[src/rtl/cvn_pkg.sv]
// shared widths and types for the complex vector normalizer
package cvn_pkg;

  localparam int DATA_W           = 32;
  localparam int SUM_W            = 64;
  localparam int ELEM_W           = 2 * DATA_W;
  localparam int MAX_ELEMENTS_DEF = 64;
  localparam int QUO_W            = 17;

  typedef logic [DATA_W-1:0] word_t;
  typedef logic [SUM_W-1:0]  sum_t;
  typedef logic [ELEM_W-1:0] elem_t;
  typedef logic [QUO_W-1:0]  quo_t;

endpackage

[src/rtl/cvn_sqrt.sv]
// iterative integer square root, one result bit per cycle
module cvn_sqrt import cvn_pkg::*; (
  input  logic  clk,
  input  logic  rst_n,
  input  logic  start,
  input  sum_t  value,
  output logic  done,
  output word_t root
);

  sum_t rem_r, rem_nxt;
  sum_t root_r, root_nxt;
  sum_t bit_r, bit_nxt;
  logic busy_r, busy_nxt;
  logic done_r, done_nxt;
  sum_t trial;

  assign trial = root_r + bit_r;

  always_comb begin
    rem_nxt  = rem_r;
    root_nxt = root_r;
    bit_nxt  = bit_r;
    busy_nxt = busy_r;
    done_nxt = 1'b0;
    if (start) begin
      rem_nxt  = value;
      root_nxt = '0;
      bit_nxt  = SUM_W'(1) << (SUM_W - 2);
      busy_nxt = 1'b1;
    end else if (busy_r) begin
      if (rem_r >= trial) begin
        rem_nxt  = rem_r - trial;
        root_nxt = (root_r >> 1) + bit_r;
      end else begin
        root_nxt = root_r >> 1;
      end
      bit_nxt = bit_r >> 2;
      if (bit_r[0]) begin
        busy_nxt = 1'b0;
        done_nxt = 1'b1;
      end
    end
  end

  always_ff @(posedge clk) begin
    if (!rst_n) begin
      busy_r <= 1'b0;
      done_r <= 1'b0;
    end else begin
      busy_r <= busy_nxt;
      done_r <= done_nxt;
    end
    rem_r  <= rem_nxt;
    root_r <= root_nxt;
    bit_r  <= bit_nxt;
  end

  assign done = done_r;
  assign root = root_r[DATA_W-1:0];

endmodule

[config.mk]
export PLATFORM = sky130hd
export DESIGN_NAME = cvn_sqrt
export DESIGN_NICKNAME = d
export VERILOG_FILES = /design/src/rtl/cvn_pkg.sv /design/src/rtl/cvn_sqrt.sv
export SDC_FILE = /design/constraint.sdc
export NUM_CORES = 1
export LEC_CHECK = 0
export ABC_CLOCK_PERIOD_IN_PS = 11800
export BUFFER_PORTS_ARGS = -buffer_cell sky130_fd_sc_hd__buf_2
export CAP_MARGIN = 20
export CORE_ASPECT_RATIO = 0.8
export CORE_MARGIN = 3
export CORE_UTILIZATION = 60
export DETAILED_ROUTE_END_ITERATION = 16
export PLACE_DENSITY = 0.9
export SYNTH_ARGS = -nofsm -noshare
export SYNTH_HDL_FRONTEND = slang
export SYNTH_SLANG_ARGS = --single-unit
[constraint.sdc]
create_clock -name clk -period 11.8 [get_ports clk]
set_input_delay 2.36 -clock clk [delete_from_list [all_inputs] [get_ports clk]]
set_output_delay 2.36 -clock clk [all_outputs]
set_load 0.01 [all_outputs]
==> impl_summary.md <==
Detailed routing
The DRC violations left is 0. The average routed wire per standard cell is roughly 20 µm. The first detailed-routing pass took 8 iterations. The count of antenna-violating nets left after detailed routing is 0. For this block, the routed nets add up to 46.6 mm of wire. The detailed router placed about 16k vias in this run.

The detailed-route vias per instance is ~6.7. The detailed router finished its first iteration with 2101 violations.

Clock network
In this run the number of H-tree levels came out at 4. The clock slew seen by the registers of the worst setup and hold paths is 0.07 ns. Post-CTS timing repair inserted 0 buffers for setup.

At the later pin of the worst-skew pair, clock insertion delay measures 0.45 ns. The number of buffers inserted during clock tree synthesis is 17. Counting every sink on the clock net gives roughly 160. The tree is rooted in a clkbuf_16.

TritonCTS built the clock tree. The number of buffers between clock root and the deepest sink is 2. Once the clock tree was built, the resizer swapped 0 gates to a different size.

The quantity of hold-fixing buffers added after cts is 0.

Layout
The repair_antennas step left the layout with diodes totalling 0. At the end of the flow, the number of nets in the layout was 2199. In the final layout, the share of cells above drive strength 1 is 0.0864.

The area overhead of the layout relative to synthesis is 5.78%. Summing all non-filler instances in the final layout gives an area of ~16000 µm².

Die
The effective utilization at floorplan is 0.623. The floorplan row count is 51. From bottom edge to top edge, the die measures 150 µm. The top-level I/O count is 100. The floorplan die area is 27800 µm². The area inside the core boundary is 24900 µm². From left edge to right edge, the die measures 186 µm.

Setup path
The endpoint required time on the critical path is 12.14 ns. The highest-delay cell along the critical path is a211oi_1. The data arrival time of the critical path is 7.46 ns.

Among cell families on the critical path, the largest total delay comes from compound AO/OA/AOI/OAI gates. The signal on the critical path passes through ha_1 -> ha_1 -> a21o_1 -> a31oi_1 -> o21ai_1 -> a221o_1 -> a21oi_1 -> o21ai_1 -> a211oi_1 -> o21ai_0 -> nand2_1 -> xor2_1 -> ha_1 -> nand2_1 -> nor2_1 -> nand4_1 -> nor2_1 -> nand3_1 -> nor4_4 -> buf_4 -> or2_1 -> buf_4 -> o21ai_0 -> a221oi_1. The launching element type of the critical path is a register. Along the worst path, the maximum fanout reaches 42. The most repeated library cell on the critical path is ha_1. Counting both buffers and inverters, the worst setup path holds a total of 2. The maximum single-stage delay on the critical path is 0.66 ns.

The critical path endpoint category is a register. The worst setup path is of the reg2reg kind.

Timing
The slew at the pin closest to its max-slew limit is 0.961 ns. The part of the cycle the worst path needs is 0.603. The achievable clock frequency is between 0.1 and 0.15 GHz. Setup repair after global routing left no endpoint under its margin.

The post-route minimum period is around 7.1 ns. In this run the tightest slew margin relative to its limit is 0.359. Setup violations remaining at the end of the flow were counted as 0. The number of pins exceeding their max-slew limit in the final report is 0. The final number of hold-violating endpoints is 0.

The sum of negative setup slack is 0 ns. The clock arrives with 0.0146 ns of skew.

Synthesis
The register bit count reported by yosys is 162. A synthesized cell averages between 7 and 8 µm². The yosys synthesis warning count is 0. Yosys mapped the design onto 73 distinct sky130hd cell types. The count of flip-flops with a built-in enable after synthesis is 64. The share of the synthesized area in the top cell type is 0.127. The share of the Yosys chip area taken by registers is 0.251.

In the synthesized netlist the async set-or-reset flop fraction comes to 0. The area of the mapped netlist is 15500 µm². After synthesis, the most frequently instantiated cells are nand2_1 (241), nor2_1 (204), o21ai_0 (172). The most used flip-flop cell after synthesis is dfxtp_1. Yosys attributes the largest share of cell area to dfxtp_1 (13%), edfxtp_1 (12%), ha_1 (10%). The cell count after synthesis is 2008. Summed over all instances, the cell type with the most area after synthesis is dfxtp_1. The most frequently used cell type in the post-synthesis netlist is nand2_1. The number of nets in the synthesized netlist is roughly 2.2k.

Placement
The placer congestion estimate is 0.980. During placement, the flow inserted port buffers numbering 99. The half-perimeter wire length of the detailed placement result is 34.6 mm. The cell area after placement is about 16000 µm².

Global route
For this run, the total global-route usage over all layers was measured as 0.329. The remaining global-route overflow is 0. The pin count of the biggest net entering global routing is just under 90.

The global-route wire length before repair is 73.9 mm. The number of antenna violations at the first check in global routing is 0. The via count of the first global-routing pass is 14.0k.

Job
Across the run, the number of max-cap violations was 0.

Status
The run finished with clean final reports.

Power
Summed over all cells, the static leakage comes to 6.35 nW. For this design the ratio of total power to cell area is about 200 nW/µm². IR analysis of the VDD net gives a maximum drop of 0.000138 V.

Min path
The class of the most critical hold timing path is reg2reg.
[final cells by class]
type                       instances  area [µm²]
multi-input combinational       1662       10800
sequential                       162        3890
clock inverter                    12        97.6
fill                            2092        8500
timing repair buffer             108         569
tap                              318         398
clock buffer                      20         458
inverter                          50         188
[per-layer routing]
metal | wire, µm | vias to the layer above | track usage
met5 | 0 | - | 0
met4 | 1040 | 0 | 0.0811
met3 | 5430 | 88 | 0.0673
met2 | 19000 | 1001 | 0.474
met1 | 21100 | 7230 | 0.501
li1 | - | 7373 | -
[cell families (layout without fill, tap and decap cells)]
kind of cell | Yosys count | in the layout | synth area share
simple gates | 666 | 666 | 0.197
compound gates | 665 | 665 | 0.274
buf+inv | 184 | 190 | 0.0538
flops | 162 | 162 | 0.251
xor+xnor | 146 | 146 | 0.0825
fa+ha+maj | 131 | 131 | 0.106
mux | 54 | 54 | 0.0355
[through the flow]
step | instances | total power (W) | worst slack [ns] | hold slack (ns) | util
floorplan | 2008 | 0.00231 | 1.97 | 0.478 | -
global route | 2332 | 0.00358 | 4.11 | 0.569 | 0.659
global placement | 2300 | 0.00272 | 5.15 | 0.494 | 0.636
finish | 2332 | 0.00337 | 4.68 | 0.517 | 0.659
detailed placement | 2300 | 0.00275 | 4.93 | 0.507 | 0.636
CTS | 2332 | 0.00330 | 4.87 | 0.516 | 0.659
[where the power goes]
part,internal [W],total (W),switching [W]
logic,0.000726,0.00194,0.00121
registers,0.000756,0.000879,0.000123
clock network,0.000286,0.000550,0.000263
[sequential cells by signal, summed over array words and instances, names as in the netlist]
name	cells
root_r	64
done	1
bit_r	32
rem_r	64
busy_r	1
[tightest hold or removal path, delay by kind of cell, from the launching register on]
family,cells,cell delay (ns)
DFF,1,0.33
and+or+nand+nor,1,0.09
AOI/OAI and AO/OA,1,0.05
[cells in the final DEF, fill, tap and decap left out, types with 64 or more instances in the layout]
cell type  netlist  final
dfxtp_1         98     97
xnor2_1         70     70
buf_2           15     98
nand2_1        241    241
nor2_1         204    204
xor2_1          76     76
edfxtp_1        64     64
o21ai_0        172    171
ha_1           130    130
a21oi_1        134    134
[worst paths after layout]
path,start,endpoint,slack [ns],cells past startpoint
worst max-delay path,bit_r[0],root_r[8],4.68,24
worst min-delay path,root_r[0],root_r[0],0.52,2
worst max register to register,bit_r[0],root_r[8],4.68,24
worst min register to register,root_r[0],root_r[0],0.52,2
Note: power is estimated with default switching activity, not from simulation.
