[config.mk]
export PLATFORM = sky130hd
export DESIGN_NAME = cvn_div
export DESIGN_NICKNAME = d
export VERILOG_FILES = /design/src/rtl/cvn_pkg.sv /design/src/rtl/cvn_div.sv
export SDC_FILE = /design/constraint.sdc
export NUM_CORES = 1
export LEC_CHECK = 0
export BUFFER_PORTS_ARGS = -buffer_cell sky130_fd_sc_hd__buf_2
export CAP_MARGIN = 15
export CORE_ASPECT_RATIO = 1.4
export CORE_MARGIN = 10
export CORE_UTILIZATION = 55
export CTS_CLUSTER_DIAMETER = 120
export DETAILED_ROUTE_END_ITERATION = 6
export PLACE_DENSITY_LB_ADDON = 0.25
export SETUP_SLACK_MARGIN = 0.2
export SYNTH_ARGS = -nofsm -noshare
export SYNTH_HDL_FRONTEND = slang
export SYNTH_SLANG_ARGS = --single-unit
export TNS_END_PERCENT = 20
[constraint.sdc]
create_clock -name clk -period 3.84 [get_ports clk]
set_clock_uncertainty 0.2 [all_clocks]
set_input_delay 0.768 -clock clk [delete_from_list [all_inputs] [get_ports clk]]
set_output_delay 0.768 -clock clk [all_outputs]
set_load 0.01 [all_outputs]
[src/rtl/cvn_pkg.sv]
// shared widths and types for the complex vector normalizer
package cvn_pkg;

  localparam int DATA_W           = 32;
  localparam int SUM_W            = 64;
  localparam int ELEM_W           = 2 * DATA_W;
  localparam int MAX_ELEMENTS_DEF = 64;
  localparam int QUO_W            = 17;

  typedef logic [DATA_W-1:0] word_t;
  typedef logic [SUM_W-1:0]  sum_t;
  typedef logic [ELEM_W-1:0] elem_t;
  typedef logic [QUO_W-1:0]  quo_t;

endpackage

[src/rtl/cvn_div.sv]
// two-lane restoring divider sharing one divisor, one quotient bit per cycle
module cvn_div import cvn_pkg::*; (
  input  logic  clk,
  input  logic  rst_n,
  input  logic  start,
  input  word_t mag_re,
  input  word_t mag_im,
  input  word_t divisor,
  output logic  done,
  output quo_t  q_re,
  output quo_t  q_im
);

  localparam int CNT_W = $clog2(QUO_W);

  word_t p_re_r, p_re_nxt;
  word_t p_im_r, p_im_nxt;
  logic  b_re_r, b_re_nxt;
  logic  b_im_r, b_im_nxt;
  quo_t  q_re_r, q_re_nxt;
  quo_t  q_im_r, q_im_nxt;
  word_t d_r, d_nxt;
  logic [CNT_W-1:0] cnt_r, cnt_nxt;
  logic  busy_r, busy_nxt;
  logic  done_r, done_nxt;
  logic [DATA_W:0] st_re;
  logic [DATA_W:0] st_im;

  // returns {quotient bit, new partial remainder}
  function automatic logic [DATA_W:0] div_step(word_t p, logic b, word_t d);
    logic [DATA_W:0] t;
    logic [DATA_W:0] r;
    t = {p, b};
    if (t >= {1'b0, d}) begin
      r = t - {1'b0, d};
      div_step = {1'b1, r[DATA_W-1:0]};
    end else begin
      div_step = {1'b0, t[DATA_W-1:0]};
    end
  endfunction

  assign st_re = div_step(p_re_r, b_re_r, d_r);
  assign st_im = div_step(p_im_r, b_im_r, d_r);

  always_comb begin
    p_re_nxt = p_re_r;
    p_im_nxt = p_im_r;
    b_re_nxt = b_re_r;
    b_im_nxt = b_im_r;
    q_re_nxt = q_re_r;
    q_im_nxt = q_im_r;
    d_nxt    = d_r;
    cnt_nxt  = cnt_r;
    busy_nxt = busy_r;
    done_nxt = 1'b0;
    if (start) begin
      p_re_nxt = {1'b0, mag_re[DATA_W-1:1]};
      p_im_nxt = {1'b0, mag_im[DATA_W-1:1]};
      b_re_nxt = mag_re[0];
      b_im_nxt = mag_im[0];
      q_re_nxt = '0;
      q_im_nxt = '0;
      d_nxt    = divisor;
      cnt_nxt  = CNT_W'(QUO_W - 1);
      busy_nxt = 1'b1;
    end else if (busy_r) begin
      p_re_nxt = st_re[DATA_W-1:0];
      p_im_nxt = st_im[DATA_W-1:0];
      b_re_nxt = 1'b0;
      b_im_nxt = 1'b0;
      q_re_nxt = {q_re_r[QUO_W-2:0], st_re[DATA_W]};
      q_im_nxt = {q_im_r[QUO_W-2:0], st_im[DATA_W]};
      cnt_nxt  = cnt_r - CNT_W'(1);
      if (cnt_r == '0) begin
        busy_nxt = 1'b0;
        done_nxt = 1'b1;
      end
    end
  end

  always_ff @(posedge clk) begin
    if (!rst_n) begin
      busy_r <= 1'b0;
      done_r <= 1'b0;
    end else begin
      busy_r <= busy_nxt;
      done_r <= done_nxt;
    end
    p_re_r <= p_re_nxt;
    p_im_r <= p_im_nxt;
    b_re_r <= b_re_nxt;
    b_im_r <= b_im_nxt;
    q_re_r <= q_re_nxt;
    q_im_r <= q_im_nxt;
    d_r    <= d_nxt;
    cnt_r  <= cnt_nxt;
  end

  assign done = done_r;
  assign q_re = q_re_r;
  assign q_im = q_im_r;

endmodule

==> flow_metrics.py <==
metrics = {
    "hold_path": {
        "hold-path-endpoint": "q_im[16]",
        "min_path_cells": 2,
        "hold_start": "q_im[16]",
        "hold_path.class": "flop to flop",
    },
    "timing": {
        "rsz0062_at_grt": "yes",
        "hold_viol": 0,
        "clock.fmax_ghz": 0.2749,
        "maxSlewViolCount": 0,
        "slew_headroom": 0.5256,
        "post-route-min-period_ns": 3.638,
        "setup_tns_ns": 0,
        "worst_slack_ns": 0.2021,
        "finalSetupViolations": 0,
        "fin_crit_sh": 0.9474,
        "worst_pin_slew_ns": 0.7116,
    },
    "yosys": {
        "synth-async-reset-ratio": 0,
        "yosys.area_share.simple": 0.1309,
        "synthTopCellsByArea": "edfxtp_1 32%, dfxtp_1 9.4%, ha_1 8.9%",
        "syn-cell-area_um2": 9145,
        "synth.distinct_cells": 60,
        "synthAdderAreaFrac": 0.09331,
        "synth_compound_gate_area_share": 0.2122,
        "syn_area_per_cell_um2": 9.389,
        "synth_top_area_share": 0.3152,
        "ys.flop_type": "edfxtp_1",
        "synth-xor-area-share": 0.04884,
        "ys_seq_area_frac": 0.4094,
        "synth_top_cell_by_area": "edfxtp_1",
        "ys_warn_count": 0,
        "synthCells": 974,
        "synth_top_family_by_area": "compound AO/OA/AOI/OAI gates",
        "synth_edf_count": 96,
        "muxShareOfSynthArea": 0.06280,
        "synth-seq-cells": 139,
        "synth_nets": 1140,
    },
    "worst_setup_path": {
        "cp_max_fo": 11,
        "crit_required_ns": 3.94,
        "slowest_stage": "o41ai_1",
        "cp.arrival_ns": 3.74,
        "reg2reg_setup_slack_ns": 0.20,
        "cp_top_family": "compound AO/OA/AOI/OAI gates",
        "crit_chain": "ha_1 -> and4_1 -> nand4_1 -> or4_1 -> o311a_1 -> a21o_2 -> buf_4 -> o41ai_1 -> o21a_1",
        "worstSetupPathType": "flop to flop",
        "endpoint_kind": "flop",
        "rr_worst_depth": 9,
        "worst-path-buf-inv": 1,
        "cp-start-kind": "flop",
        "max_stage_delay_ns": 0.49,
        "r2r-start": "p_re_r[22]",
        "rr_endpoint": "p_re_r[20]",
    },
    "global_route": {
        "grt_pass1_wl_um": 38350,
        "first_global_vias": 7746,
        "grt_max_degree": 89,
        "grt_util_all_layers": 0.2131,
        "grt-ovfl-total": 0,
        "antenna_found_initial": 0,
    },
    "layout": {
        "mostFrequentLayoutCells": "132 x buf_2, 96 x edfxtp_1, 87 x nand2_1",
        "nNetsFinal": 1270,
        "final-instance-count-excl-fill": 1316,
        "drive_gt1_frac": 0.1952,
        "post-route-util": 0.6571,
        "layout_commonest_cell": "buf_2",
        "num_antenna_cells": 0,
        "syn_to_final_growth_pct": 16.69,
        "final_design_area_no_fill_um2": 10670,
    },
    "floorplanning": {
        "io_pins": 134,
        "die_h_um": 172.6,
        "core-area_um2": 16240,
        "die_w_um": 129.0,
        "die_area_um2": 22260,
        "num_rows": 55,
        "start_util": 0.5631,
    },
    "clock_network": {
        "clock_latency_ns": 0.43,
        "cts_buffer_depth": 2,
        "cts_tree": "done",
        "root_buffer": "clkbuf_16",
        "cts.sink_count": 139,
        "htreeDepth": 4,
        "cts-buffers-inserted": 17,
        "path_clk_slew_ns": 0.06,
    },
    "drt": {
        "drc": 0,
        "vias_per_cell": 5.965,
        "first_pass_iters": 5,
        "wl_per_cell_um": 18.11,
        "via_count": 7850,
        "wl_um": 23830,
        "drtIter0Drc": 599,
        "ant_nets": 0,
    },
    "pwr": {
        "irDropWorstVdd_v": 0.0003033,
        "power.leakage_uw": 0.004651,
        "p_per_area_nw_per_um2": 628.6,
    },
    "placed_design": {
        "dpl-instance-area_um2": 10080,
        "routabilityCongestion": 0.9113,
        "pre_cts_slack_ns": 0.1129,
        "place_hpwl_um": 17790,
        "port_buffers": 133,
        "place_inst": 1281,
    },
    "flow_run": {
        "maxCapViolations": 0,
    },
    "outcome": {
        "status": "completed",
    },
}
-- registers in the layout, indices dropped and copies added (netlist names) --
| register | count |
|---|---|
| q_re | 17 |
| cnt_r | 5 |
| b_im_r | 1 |
| p_im_r | 32 |
| d_r | 32 |
| q_im | 17 |
| done | 1 |
| b_re_r | 1 |
| busy_r | 1 |
| p_re_r | 32 |
-- per-stage QoR --
step / total power (µW) / hold WS [ns]
after global placement: 5059 / 0.2714
after detailed placement: 5105 / 0.2799
after global routing: 7170 / 0.2939
after floorplan: 4361 / 0.2685
after CTS: 6647 / 0.2966
final: 6708 / 0.2921
-- worst register-to-register path, cell delays in order, from the launching register on --
cell	delay, ns
edfxtp_1	0.42
ha_1	0.43
and4_1	0.34
nand4_1	0.16
or4_1	0.47
o311a_1	0.31
a21o_2	0.31
buf_4	0.20
o41ai_1	0.49
o21a_1	0.19
-- where the power goes --
group          total (µW)  leakage (µW)  internal, µW  switching [µW]
clock                1520      0.000271           883             641
sequential           2070       0.00131          1930             142
combinational        3120       0.00307          1340            1770
total                6710       0.00465          4150            2560
-- kinds of logic after synthesis --
kind of cell               Yosys count
AOI/OAI and AO/OA                  305
and+or+nand+nor                    258
muxes                               55
xor gates and xnor gates            51
buffers and inverters               99
DFF                                139
adders and majority gates           67
-- worst max path at each step --
stage,cells past startpoint,start,slack (ns),end
2_1_floorplan,12,d_r[1],0.63,p_re_r[0]
3_3_place_gp,10,d_r[21],0.25,p_re_r[20]
3_5_place_dp,13,d_r[0],0.11,p_re_r[30]
4_1_cts,13,b_re_r,0.21,p_re_r[24]
5_1_grt,12,d_r[1],0.17,p_re_r[6]
6_report,9,p_re_r[22],0.20,p_re_r[20]
-- final cells by class --
cell class	count	area, µm²
multi-input combinational	736	5055
timing repair buffer	155	874.6
clock buffer	23	479.2
fill	1341	5569
clock inverter	9	62.56
sequential	139	3745
inverter	55	206.4
tap	199	249.0
-- synth_stat cells (all sizes together) (14+ instances only) --
master,number
xor2,24
o21ai,74
a211oi,14
nand2,87
buf,14
xnor2,27
mux2i,36
mux2,19
o21a,27
nor3,14
a21o,31
nor2,77
a21oi,80
o211ai,18
clkbuf,30
inv,55
edfxtp,96
ha,65
dfxtp,43
-- repair_timing --
item | 4_1_cts | 5_1_grt
pin swaps | 0 | 4
endpoints found under the hold margin | 0 | 0
hold buffers | 0 | 0
endpoints found under the setup margin | 4 | 20
resized for setup | 1 | 8
cloned | 0 | 0
buffers inserted | 0 | 3
-- metal layers --
| layer | wire [µm] | track usage |
|---|---|---|
| met4 | 539 | 0.07605 |
| met2 | 11790 | 0.3548 |
| met5 | 0 | 0 |
| met3 | 1627 | 0.06305 |
| met1 | 9880 | 0.2530 |
Note: power is estimated with default switching activity, not from simulation.
